--- config.mk ---
export PLATFORM = sky130hd
export DESIGN_NAME = physical_page_refcount_allocator_flat
export DESIGN_NICKNAME = d
export VERILOG_FILES = /design/src/ppra_pkg.sv /design/src/ppra_req_if.sv /design/src/ppra_rsp_if.sv /design/src/ppra_front.sv /design/src/ppra_back.sv /design/src/physical_page_refcount_allocator.sv /design/src/flat_wrapper.sv
export SDC_FILE = /design/constraint.sdc
export NUM_CORES = 2
export LEC_CHECK = 0
export BUFFER_PORTS_ARGS = -buffer_cell sky130_fd_sc_hd__buf_2
export CAP_MARGIN = 10
export CORE_ASPECT_RATIO = 0.5
export CORE_UTILIZATION = 50
export CTS_CLUSTER_SIZE = 25
export DETAILED_ROUTE_END_ITERATION = 10
export GPL_ROUTABILITY_DRIVEN = 0
export HOLD_SLACK_MARGIN = 0.06
export PLACE_DENSITY_LB_ADDON = 0.12
export SLEW_MARGIN = 20
export SYNTH_ARGS = -nofsm -noshare
export SYNTH_HDL_FRONTEND = slang
export SYNTH_MEMORY_MAX_BITS = 65536
export SYNTH_SLANG_ARGS = --single-unit
--- constraint.sdc ---
create_clock -name clock -period 37 [get_ports clock]
set_clock_uncertainty 0.05 [all_clocks]
set_input_delay 3.7 -clock clock [delete_from_list [all_inputs] [get_ports clock]]
set_output_delay 3.7 -clock clock [all_outputs]
set_load 0.02 [all_outputs]
--- src/ppra_pkg.sv ---
// ----------------------------------------------------------------------------
// ppra_pkg - shared definitions for the page frame refcount allocator
// Sizes, request and status codes, the queued command type and helpers.
// ----------------------------------------------------------------------------
package ppra_pkg;

   // frame table geometry
   localparam int NUM_FRAMES = 512;
   localparam int PAGE_BITS  = 12;

   // fixed field widths
   localparam int KIND_W   = 3;
   localparam int ADDR_W   = 22;
   localparam int INDEX_W  = 9;
   localparam int OWNER_W  = 5;
   localparam int STATUS_W = 3;
   localparam int FRNUM_W  = 9;
   localparam int REF_W    = 7;

   localparam logic [REF_W-1:0]   REF_MAX        = 7'd127;
   localparam logic [OWNER_W-1:0] OWNER_FREE     = 5'd0;
   localparam logic [OWNER_W-1:0] OWNER_RESERVED = 5'b11111;
   localparam logic [OWNER_W-1:0] OWNER_KERNEL   = 5'b11110;

   // used map: one bit per frame, packed into words
   localparam int WORD_BITS = 16;
   localparam int WORD_W    = $clog2(WORD_BITS);
   localparam int NUM_WORDS = (NUM_FRAMES + WORD_BITS - 1) / WORD_BITS;
   localparam int WSEL_W    = (NUM_WORDS > 1) ? $clog2(NUM_WORDS) : 1;
   localparam int FRAME_W   = WSEL_W + WORD_W;

   localparam logic [63:0] ADDR_LIMIT = 64'(NUM_FRAMES) << PAGE_BITS;

   // command queue between front and back
   localparam int QDEPTH = 2;
   localparam int QPTR_W = $clog2(QDEPTH);
   localparam int QCNT_W = $clog2(QDEPTH + 1);

   // request kinds as they arrive
   localparam logic [KIND_W-1:0] REQ_ALLOC_NEXT = 3'd0;
   localparam logic [KIND_W-1:0] REQ_ASSIGN_AT  = 3'd1;
   localparam logic [KIND_W-1:0] REQ_FIND_FREE  = 3'd2;
   localparam logic [KIND_W-1:0] REQ_SHARE      = 3'd3;
   localparam logic [KIND_W-1:0] REQ_RELEASE    = 3'd4;
   localparam logic [KIND_W-1:0] REQ_FORCE_FREE = 3'd5;

   typedef enum logic [STATUS_W-1:0] {
      ST_OK      = 3'd0,
      ST_NOFREE  = 3'd1,
      ST_BADADDR = 3'd2,
      ST_TAKEN   = 3'd3,
      ST_LIMIT   = 3'd4
   } status_type;

   // classified operation carried through the queue
   typedef enum logic [2:0] {
      CMD_ALLOC,
      CMD_ASSIGN,
      CMD_FIND,
      CMD_SHARE,
      CMD_RELEASE,
      CMD_FREE,
      CMD_REJECT
   } cmd_op_type;

   typedef struct packed {
      cmd_op_type         op;
      logic [FRAME_W-1:0] frame;
      logic [OWNER_W-1:0] owner;
   } cmd_type;

   typedef struct packed {
      logic    valid;
      cmd_type cmd;
   } queue_out_type;

   typedef enum logic [1:0] {
      BK_IDLE,
      BK_READ,
      BK_EXEC,
      BK_DONE
   } back_state_type;

   // bits of a map word that lie past the last frame; they count as used
   function automatic logic [WORD_BITS-1:0] pad_mask(input logic [WSEL_W-1:0] w);
      logic [WORD_BITS-1:0] m;
      int unsigned          base;
      base = 32'(w) * WORD_BITS;
      for (int b = 0; b < WORD_BITS; b++) begin
         m[b] = ((base + 32'(b)) >= 32'(NUM_FRAMES));
      end
      return m;
   endfunction

endpackage

--- src/ppra_req_if.sv ---
// ----------------------------------------------------------------------------
// ppra_req_if - request channel
// Valid/ready channel carrying one allocator request.
// ----------------------------------------------------------------------------
interface ppra_req_if import ppra_pkg::*; ();
   logic                      valid;
   logic                      ready;
   logic [KIND_W-1:0]         req_type;
   logic [ADDR_W-1:0]         page_addr;
   logic [INDEX_W-1:0]        page_index;
   logic signed [OWNER_W-1:0] owner_id;

   modport source (output valid, req_type, page_addr, page_index, owner_id,
                   input ready);
   modport sink   (input valid, req_type, page_addr, page_index, owner_id,
                   output ready);
endinterface

--- src/ppra_rsp_if.sv ---
// ----------------------------------------------------------------------------
// ppra_rsp_if - response channel
// Valid/ready channel carrying one allocator result.
// ----------------------------------------------------------------------------
interface ppra_rsp_if import ppra_pkg::*; ();
   logic                valid;
   logic                ready;
   logic [STATUS_W-1:0] status;
   logic [FRNUM_W-1:0]  frame_number;
   logic [REF_W-1:0]    ref_count;

   modport source (output valid, status, frame_number, ref_count, input ready);
   modport sink   (input valid, status, frame_number, ref_count, output ready);
endinterface

--- src/ppra_front.sv ---
// ----------------------------------------------------------------------------
// ppra_front - request decode and command queue
// Checks addresses and indexes, turns each request into a command and
// holds it in a short queue for the back end.
// ----------------------------------------------------------------------------
module ppra_front import ppra_pkg::*; (
   input  logic          clock,
   input  logic          reset,
   ppra_req_if.sink      req_if,
   output queue_out_type q_out,
   input  logic          q_pop
);

   cmd_type             q_ff [QDEPTH];
   logic [QPTR_W-1:0]   wr_ptr_ff, wr_ptr_in;
   logic [QPTR_W-1:0]   rd_ptr_ff, rd_ptr_in;
   logic [QCNT_W-1:0]   count_ff, count_in;
   logic                push;
   logic                pop;
   logic                addr_bad;
   logic                index_bad;
   cmd_type             cmd;

   assign req_if.ready = (count_ff != QCNT_W'(QDEPTH));
   assign push         = req_if.valid && req_if.ready;
   assign pop          = q_pop && (count_ff != '0);

   // range and alignment checks
   assign addr_bad  = (req_if.page_addr[PAGE_BITS-1:0] != '0) ||
                      (64'(req_if.page_addr) >= ADDR_LIMIT);
   assign index_bad = (32'(req_if.page_index) >= 32'(NUM_FRAMES));

   // classify request
   always_comb begin
      cmd.op    = CMD_REJECT;
      cmd.frame = FRAME_W'(req_if.page_index);
      cmd.owner = req_if.owner_id;
      unique case (req_if.req_type)
         REQ_ALLOC_NEXT: cmd.op = CMD_ALLOC;
         REQ_FIND_FREE:  cmd.op = CMD_FIND;
         REQ_ASSIGN_AT: begin
            cmd.frame = FRAME_W'(req_if.page_addr >> PAGE_BITS);
            cmd.op    = addr_bad ? CMD_REJECT : CMD_ASSIGN;
         end
         REQ_SHARE:      cmd.op = index_bad ? CMD_REJECT : CMD_SHARE;
         REQ_RELEASE:    cmd.op = index_bad ? CMD_REJECT : CMD_RELEASE;
         REQ_FORCE_FREE: cmd.op = index_bad ? CMD_REJECT : CMD_FREE;
         default:        cmd.op = CMD_REJECT;
      endcase
   end

   // queue pointers
   always_comb begin
      wr_ptr_in = wr_ptr_ff;
      rd_ptr_in = rd_ptr_ff;
      count_in  = count_ff;
      if (push) begin
         wr_ptr_in = (wr_ptr_ff == QPTR_W'(QDEPTH - 1)) ? '0 : wr_ptr_ff + 1'b1;
      end
      if (pop) begin
         rd_ptr_in = (rd_ptr_ff == QPTR_W'(QDEPTH - 1)) ? '0 : rd_ptr_ff + 1'b1;
      end
      if (push && !pop) begin
         count_in = count_ff + 1'b1;
      end else if (pop && !push) begin
         count_in = count_ff - 1'b1;
      end
   end

   always_ff @(posedge clock) begin
      if (reset) begin
         wr_ptr_ff <= '0;
         rd_ptr_ff <= '0;
         count_ff  <= '0;
      end else begin
         wr_ptr_ff <= wr_ptr_in;
         rd_ptr_ff <= rd_ptr_in;
         count_ff  <= count_in;
      end
   end

   // queue storage
   always_ff @(posedge clock) begin
      if (push) begin
         q_ff[wr_ptr_ff] <= cmd;
      end
   end

   assign q_out.valid = (count_ff != '0);
   assign q_out.cmd   = q_ff[rd_ptr_ff];

endmodule

--- src/ppra_back.sv ---
// ----------------------------------------------------------------------------
// ppra_back - frame table execution
// Holds the reference counts, owners and the used map, runs one command
// at a time and drives the response register.
// ----------------------------------------------------------------------------
module ppra_back import ppra_pkg::*; (
   input  logic          clock,
   input  logic          reset,
   input  queue_out_type q_out,
   output logic          q_pop,
   ppra_rsp_if.source    rsp_if
);

   // frame table and used map
   logic [REF_W-1:0]     refs_mem   [NUM_FRAMES];
   logic [OWNER_W-1:0]   owner_mem  [NUM_FRAMES];
   logic [WORD_BITS-1:0] bitmap_mem [NUM_WORDS];

   back_state_type       state_ff, state_in;
   cmd_type              cmd_ff, cmd_in;
   logic [WSEL_W-1:0]    word_ff, word_in;
   logic [WORD_BITS-1:0] bitmap_rd_ff;
   logic [REF_W-1:0]     refs_rd_ff;
   logic [NUM_WORDS-1:0] word_full_ff, word_full_in;
   logic [NUM_WORDS-1:0] word_valid_ff, word_valid_in;
   status_type           res_status_ff, res_status_in;
   logic [FRAME_W-1:0]   res_frame_ff, res_frame_in;
   logic [REF_W-1:0]     res_refs_ff, res_refs_in;
   logic                 rsp_valid_ff, rsp_valid_in;
   status_type           rsp_status_ff;
   logic [FRAME_W-1:0]   rsp_frame_ff;
   logic [REF_W-1:0]     rsp_refs_ff;
   logic                 rsp_load;

   logic                 rd_en;
   logic                 refs_we;
   logic                 owner_we;
   logic [OWNER_W-1:0]   owner_wdata;
   logic [REF_W-1:0]     new_refs;
   logic [FRAME_W-1:0]   exec_frame;
   logic [WORD_BITS-1:0] used_word;
   logic [WORD_BITS-1:0] new_word;
   logic [WORD_BITS-1:0] free_bits;
   logic [WORD_W-1:0]    free_bit;
   logic [WSEL_W-1:0]    free_word;
   logic                 any_free_word;
   logic                 used_bit;
   logic [REF_W-1:0]     cur_refs;

   // lowest word with a free frame
   always_comb begin
      free_word     = '0;
      any_free_word = 1'b0;
      for (int i = NUM_WORDS - 1; i >= 0; i--) begin
         if (!word_full_ff[i]) begin
            free_word     = WSEL_W'(i);
            any_free_word = 1'b1;
         end
      end
   end

   // used map word as read; untouched words are all free
   assign used_word = word_valid_ff[word_ff] ? bitmap_rd_ff : '0;
   assign free_bits = ~(used_word | pad_mask(word_ff));

   // lowest free frame inside the word
   always_comb begin
      free_bit = '0;
      for (int i = WORD_BITS - 1; i >= 0; i--) begin
         if (free_bits[i]) begin
            free_bit = WORD_W'(i);
         end
      end
   end

   assign exec_frame = (cmd_ff.op == CMD_ALLOC || cmd_ff.op == CMD_FIND) ?
                       {word_ff, free_bit} : cmd_ff.frame;
   assign used_bit   = used_word[exec_frame[WORD_W-1:0]];
   assign cur_refs   = used_bit ? refs_rd_ff : '0;

   // sequencer and update logic
   always_comb begin
      state_in      = state_ff;
      cmd_in        = cmd_ff;
      word_in       = word_ff;
      res_status_in = res_status_ff;
      res_frame_in  = res_frame_ff;
      res_refs_in   = res_refs_ff;
      word_full_in  = word_full_ff;
      word_valid_in = word_valid_ff;
      q_pop         = 1'b0;
      rd_en         = 1'b0;
      refs_we       = 1'b0;
      owner_we      = 1'b0;
      owner_wdata   = OWNER_FREE;
      new_refs      = cur_refs;
      new_word      = used_word;
      rsp_load      = 1'b0;

      unique case (state_ff)
         BK_IDLE: begin
            if (q_out.valid) begin
               q_pop  = 1'b1;
               cmd_in = q_out.cmd;
               if (q_out.cmd.op == CMD_REJECT) begin
                  res_status_in = ST_BADADDR;
                  res_frame_in  = '0;
                  res_refs_in   = '0;
                  state_in      = BK_DONE;
               end else if (q_out.cmd.op == CMD_ALLOC || q_out.cmd.op == CMD_FIND) begin
                  word_in = free_word;
                  if (any_free_word) begin
                     state_in = BK_READ;
                  end else begin
                     res_status_in = ST_NOFREE;
                     res_frame_in  = '0;
                     res_refs_in   = '0;
                     state_in      = BK_DONE;
                  end
               end else begin
                  word_in  = q_out.cmd.frame[FRAME_W-1:WORD_W];
                  state_in = BK_READ;
               end
            end
         end

         BK_READ: begin
            rd_en    = 1'b1;
            state_in = BK_EXEC;
         end

         BK_EXEC: begin
            res_frame_in = exec_frame;
            res_status_in = ST_OK;
            case (cmd_ff.op)
               CMD_ALLOC: begin
                  new_refs    = 7'd1;
                  refs_we     = 1'b1;
                  owner_we    = 1'b1;
                  owner_wdata = cmd_ff.owner;
               end
               CMD_FIND: begin
                  new_refs = '0;
               end
               CMD_ASSIGN: begin
                  if (cur_refs != '0) begin
                     res_status_in = ST_TAKEN;
                  end else begin
                     new_refs    = 7'd1;
                     refs_we     = 1'b1;
                     owner_we    = 1'b1;
                     owner_wdata = cmd_ff.owner;
                  end
               end
               CMD_SHARE: begin
                  if (cur_refs >= REF_MAX) begin
                     res_status_in = ST_LIMIT;
                  end else begin
                     new_refs = cur_refs + 1'b1;
                     refs_we  = 1'b1;
                  end
               end
               CMD_RELEASE: begin
                  refs_we = 1'b1;
                  if (cur_refs == '0) begin
                     res_status_in = ST_LIMIT;
                     new_refs      = '0;
                     owner_we      = 1'b1;
                  end else begin
                     new_refs = cur_refs - 1'b1;
                     owner_we = (cur_refs == 7'd1);
                  end
               end
               CMD_FREE: begin
                  new_refs = '0;
                  refs_we  = 1'b1;
                  owner_we = 1'b1;
               end
               default: begin
                  res_status_in = ST_BADADDR;
                  new_refs      = '0;
               end
            endcase
            res_refs_in = new_refs;

            // keep the used map and summary in step with the count
            new_word[exec_frame[WORD_W-1:0]] = (new_refs != '0);
            if (refs_we) begin
               word_valid_in[word_ff] = 1'b1;
               word_full_in[word_ff]  = &(new_word | pad_mask(word_ff));
            end
            state_in = BK_DONE;
         end

         BK_DONE: begin
            if (!rsp_valid_ff || rsp_if.ready) begin
               rsp_load = 1'b1;
               state_in = BK_IDLE;
            end
         end

         default: state_in = BK_IDLE;
      endcase
   end

   // response register
   always_comb begin
      rsp_valid_in = rsp_valid_ff;
      if (rsp_load) begin
         rsp_valid_in = 1'b1;
      end else if (rsp_if.ready) begin
         rsp_valid_in = 1'b0;
      end
   end

   always_ff @(posedge clock) begin
      if (reset) begin
         state_ff      <= BK_IDLE;
         word_full_ff  <= '0;
         word_valid_ff <= '0;
         rsp_valid_ff  <= 1'b0;
      end else begin
         state_ff      <= state_in;
         word_full_ff  <= word_full_in;
         word_valid_ff <= word_valid_in;
         rsp_valid_ff  <= rsp_valid_in;
      end
   end

   // datapath registers
   always_ff @(posedge clock) begin
      cmd_ff        <= cmd_in;
      word_ff       <= word_in;
      res_status_ff <= res_status_in;
      res_frame_ff  <= res_frame_in;
      res_refs_ff   <= res_refs_in;
      if (rsp_load) begin
         rsp_status_ff <= res_status_ff;
         rsp_frame_ff  <= res_frame_ff;
         rsp_refs_ff   <= res_refs_ff;
      end
   end

   // memory reads
   always_ff @(posedge clock) begin
      if (rd_en) begin
         bitmap_rd_ff <= bitmap_mem[word_ff];
         refs_rd_ff   <= refs_mem[cmd_ff.frame];
      end
   end

   // memory writes
   always_ff @(posedge clock) begin
      if (refs_we) begin
         refs_mem[exec_frame] <= new_refs;
         bitmap_mem[word_ff]  <= new_word;
      end
   end

   always_ff @(posedge clock) begin
      if (owner_we) begin
         owner_mem[exec_frame] <= owner_wdata;
      end
   end

   assign rsp_if.valid        = rsp_valid_ff;
   assign rsp_if.status       = rsp_status_ff;
   assign rsp_if.frame_number = FRNUM_W'(rsp_frame_ff);
   assign rsp_if.ref_count    = rsp_refs_ff;

endmodule

--- src/physical_page_refcount_allocator.sv ---
// ----------------------------------------------------------------------------
// physical_page_refcount_allocator - page frame allocator with refcounts
// Front end decodes requests into a command queue; back end owns the table.
// ----------------------------------------------------------------------------
// Usage:
//   req_if carries one request (kind, byte address, frame index, owner);
//   rsp_if returns exactly one result per request, in request order.
//   Both are valid/ready channels; a request moves when both are high.
// Timing:
//   The front end registers each request into a two-entry queue at the
//   accepting edge. The back end then steps each command through pop,
//   used-map and count read, update and write-back, and response load. A
//   rejected request or one finding no free frame skips the table and
//   goes straight from pop to response load. The back end runs one
//   command at a time, a single read-modify-write pass over the table,
//   while the queue goes on taking requests until it is full.
// Reset:
//   Synchronous. All frames read as free straight after reset: the used
//   map words carry valid bits, so no clearing pass is needed.
// Stalls:
//   While a response waits in the output register the back end holds its
//   finished result and the front end keeps queueing up to two requests.
// ----------------------------------------------------------------------------
module physical_page_refcount_allocator import ppra_pkg::*; (
   input  logic       clock,
   input  logic       reset,
   ppra_req_if.sink   req_if,
   ppra_rsp_if.source rsp_if
);

   queue_out_type q_out;
   logic          q_pop;

   ppra_front u_front (
      .clock  (clock),
      .reset  (reset),
      .req_if (req_if),
      .q_out  (q_out),
      .q_pop  (q_pop)
   );

   ppra_back u_back (
      .clock  (clock),
      .reset  (reset),
      .q_out  (q_out),
      .q_pop  (q_pop),
      .rsp_if (rsp_if)
   );

endmodule
--- src/flat_wrapper.sv ---
// flat-port wrapper written by rule: the top's interface ports become plain ports
module physical_page_refcount_allocator_flat import ppra_pkg::*;
  (clock, reset, req_if_valid, req_if_req_type, req_if_page_addr, req_if_page_index, req_if_owner_id, req_if_ready, rsp_if_valid, rsp_if_status, rsp_if_frame_number, rsp_if_ref_count, rsp_if_ready);
  ppra_req_if req_if_i ();
  ppra_rsp_if rsp_if_i ();
  input  logic clock;
  input  logic reset;
  input wire logic [$bits(req_if_i.valid)-1:0] req_if_valid;
  input wire logic [$bits(req_if_i.req_type)-1:0] req_if_req_type;
  input wire logic [$bits(req_if_i.page_addr)-1:0] req_if_page_addr;
  input wire logic [$bits(req_if_i.page_index)-1:0] req_if_page_index;
  input wire logic [$bits(req_if_i.owner_id)-1:0] req_if_owner_id;
  output wire logic [$bits(req_if_i.ready)-1:0] req_if_ready;
  output wire logic [$bits(rsp_if_i.valid)-1:0] rsp_if_valid;
  output wire logic [$bits(rsp_if_i.status)-1:0] rsp_if_status;
  output wire logic [$bits(rsp_if_i.frame_number)-1:0] rsp_if_frame_number;
  output wire logic [$bits(rsp_if_i.ref_count)-1:0] rsp_if_ref_count;
  input wire logic [$bits(rsp_if_i.ready)-1:0] rsp_if_ready;
  assign req_if_i.valid = req_if_valid;
  assign req_if_i.req_type = req_if_req_type;
  assign req_if_i.page_addr = req_if_page_addr;
  assign req_if_i.page_index = req_if_page_index;
  assign req_if_i.owner_id = req_if_owner_id;
  assign req_if_ready = req_if_i.ready;
  assign rsp_if_valid = rsp_if_i.valid;
  assign rsp_if_status = rsp_if_i.status;
  assign rsp_if_frame_number = rsp_if_i.frame_number;
  assign rsp_if_ref_count = rsp_if_i.ref_count;
  assign rsp_if_i.ready = rsp_if_ready;
  physical_page_refcount_allocator u_core (.clock(clock), .reset(reset), .req_if(req_if_i), .rsp_if(rsp_if_i));
endmodule
==> metrics.csv <==
metric,value,unit
met3 wire len,33100,um
area of the core,331000,um2
Synth Net Count,7480,
vias in the first global route,78550,
initial antenna violation count,21,
post_cts resized,0,
max_cap viols,0,
min setup slack post-route,26.11,ns
dominant cells by area after synthesis,"edfxtp_1 (76%), mux4_2 (18%), nor2_1 (1.1%), dfxtp_1 (0.87%), clkbuf_1 (0.77%)",
ys flop type,edfxtp_1,
Total Nets Final,7596,
syn_area_per_cell,22.4,um2
FILL cells,24018,
initial DRC count,9382,
Worst Setup End Kind,flop,
Syn. warnings,0,
Post-synth ARST share,0,%
R2R cell count,25,
share of layout cells above drive strength 1,28.7,%
DRT met1 WL,167000,um
"CP delay by family, top",buffers and inverters,
Synth cell types,79,
Final Setup Violations,0,
CTS tree,done,
GRT Total Usage,23.7,%
port bufs,58,
CP Buf/Inv Count,6,
"Remaining Overflow, GRT",0,
effective utilization at floorplan,50.4,%
Post-synth EDFFs,4198,
post-synthesis sequential area ratio,76.5,%
cell taking the most area after synthesis,edfxtp_1,
multi-input logic area,37700,um2
flop and latch count out of synthesis,4270,
I/O pin total,64,
final hold vios,0,
root buf cell,clkbuf_16,
highest-delay cell along the critical path,buf_4,
die area,336000,um2
number of cells on the critical path,25,
placed cell count,11617,
Num CTS Buffers,374,
CP Max Fanout,110,
worst relative slew slack,17.3,%
Worst EP arrival,11.56,ns
"Reg clk slew, reported paths",0.06,ns
outcome,completed,
"commonest non-fill, non-tap cell in the layout",edfxtp_1,
Min-Delay Path Class,flop to flop,
DR WL/cell,32.5,um
power per cell area,76.1,nW/um2
RSZ-0062 raised after global routing,false,
Setup crit start kind,flop,
CTS Sinks,4270,
crit share post-route,29.4,%
Post-CTS Setup Bufs,0,
Achievable Freq,91.8,MHz
Clock Tree Buf Depth,4,
Syn-to-layout area delta,10.6,%
CP Class,flop to flop,
Final Routed Wirelength,399000,um
pins over their slew limit,0,
VDD IR max,0.0787,mV
"Top cell by count, worst path",buf_4,
Post-CTS Hold Fix Bufs,0,
Tmin final,10.89,ns
Vert. Die Dim,410,um
"Cell Area, Synth",167000,um2
fin cells,12282,
most frequent cells in the layout,"edfxtp_1 (4,198), mux4_2 (1,318), nor2_1 (484)",
Static Leak,56.2,nW
Via density,6.29,
Die Width,818,um
DRC viols,0,
Synth Instances,7430,
hold depth,0,
vias,77267,
drt first pass iters,6,
Fin Setup TNS,0,ns
largest net degree at the start of global routing,212,
Top Metal Used,met5,
latest clock arrival within the worst-skew pair,0.93,ns
FF/Latch Area,128000,um2
Routed met2 length,189000,um
Core Rows,149,
crit-path max cell delay,0.93,ns
depth of the CTS H-tree,5,
DP Wirelength,236000,um
Yosys top cell area share,75.7,%
worst endpoint required time,37.66,ns
Worst Tran Pin Value,1.24,ns
pre-CTS setup slack,25.89,ns
ANT nets after route,0,
first-pass GRT wire length,573000,um
-- cell type report --
cell class / count / share of cell area [%]
repair buffers: 214 / 0.942
inverters: 64 / 0.130
diodes: 4 / 0.00543
multi-input cells: 2622 / 20.5
well taps: 4454 / 3.02
clock buffers: 458 / 5.31
clock inverters: 196 / 0.939
flip-flops and latches: 4270 / 69.2
-- synth_stat cells (5+ instances only) --
cell type,count
buf_6,10
xor2_1,5
a32oi_1,7
mux4_2,1318
o211ai_1,6
nor3_1,150
and3_1,9
a31oi_1,13
nand2b_1,6
mux2i_1,25
a21o_1,9
o21ai_0,20
buf_1,105
o21ai_1,8
a21oi_1,42
o31ai_2,11
nand3_1,42
buf_2,10
or3_1,8
ha_1,7
nand4_1,31
nand3b_1,28
o31ai_4,20
o31ai_1,6
mux2_2,31
edfxtp_1,4198
dfxtp_1,72
a21boi_0,5
nand2_1,145
clkbuf_1,344
or3b_2,7
nor4_1,7
nor2_1,497
a22oi_1,65
inv_1,64
and2_1,10
o22ai_1,17
-- report_power, final --
| part | switching, W | internal [W] | leakage [nW] | total, W |
|---|---|---|---|---|
| registers | 0.0000640 | 0.00610 | 38.9 | 0.00617 |
| clock network | 0.00172 | 0.00207 | 5.63 | 0.00378 |
| logic | 0.00265 | 0.00142 | 11.7 | 0.00407 |
| total | 0.00443 | 0.00959 | 56.2 | 0.0140 |
-- through the flow --
stage	cell area [um2]	power, W	util (%)	hold slack [ns]
after global routing	184000	0.0145	55.8	0.387
after floorplan	167000	0.00903	-	0.350
after CTS	184000	0.0141	55.6	0.377
final	184000	0.0140	55.8	0.377
after global placement	172000	0.0102	52.1	0.374
after detailed placement	172000	0.0104	52.1	0.356
-- cells by family after synthesis --
logic type	synth area share [%]
simple gates	2.58
flops	76.5
mux	18.2
compound gates	1.32
xor+xnor	0.0315
buf+inv	1.29
fa+ha+maj	0.0526
-- path summary, 6_finish.rpt --
kind,start,endpoint,slack [ns]
hold / removal,u_core.u_back.res_frame_ff[5],u_core.u_back.rsp_if.frame_number[5],0.38
hold reg to reg,u_core.u_back.res_frame_ff[5],u_core.u_back.rsp_if.frame_number[5],0.38
setup / recovery,u_core.u_back.word_ff[0],u_core.u_back.refs_mem[165][2],26.11
setup reg to reg,u_core.u_back.word_ff[0],u_core.u_back.refs_mem[165][2],26.11
-- worst register-to-register path, delay by kind of cell (launching register included) --
| family | cells | cell delay, ns |
|---|---|---|
| AO/OA/AOI/OAI | 7 | 2.10 |
| flip-flops | 1 | 0.38 |
| multiplexers | 3 | 0.86 |
| buffers and inverters | 6 | 4.44 |
| AND/OR/NAND/NOR | 8 | 2.48 |
| adder cells (fa/ha/maj) | 1 | 0.33 |
-- state kept, by name, indices dropped and copies added (netlist names), 2 cells and up, named ones only --
signal / flops
u_core.u_back.res_status_ff: 3
u_core.u_back.word_ff: 5
u_core.u_back.res_refs_ff: 7
u_core.u_back.refs_mem: 3584
u_core.u_back.rsp_if.frame_number: 9
u_core.u_back.bitmap_mem: 512
u_core.u_back.word_valid_ff: 32
u_core.u_back.rsp_if.ref_count: 7
u_core.u_back.rsp_if.status: 3
u_core.u_back.cmd_ff: 12
u_core.u_back.word_full_ff: 32
u_core.u_front.count_ff: 2
u_core.u_back.refs_rd_ff: 7
u_core.u_back.res_frame_ff: 9
u_core.u_back.bitmap_rd_ff: 16
u_core.u_back.state_ff: 2
u_core.u_front.q_ff: 24
-- metal layers --
layer  vias up  global-route usage (%)
li1      31646                       -
met1     41796                    35.4
met2      3293                    37.0
met3       526                    4.24
met4         6                    5.53
met5         -                       0
No activity file was read; power rests on OpenSTA's default activity.
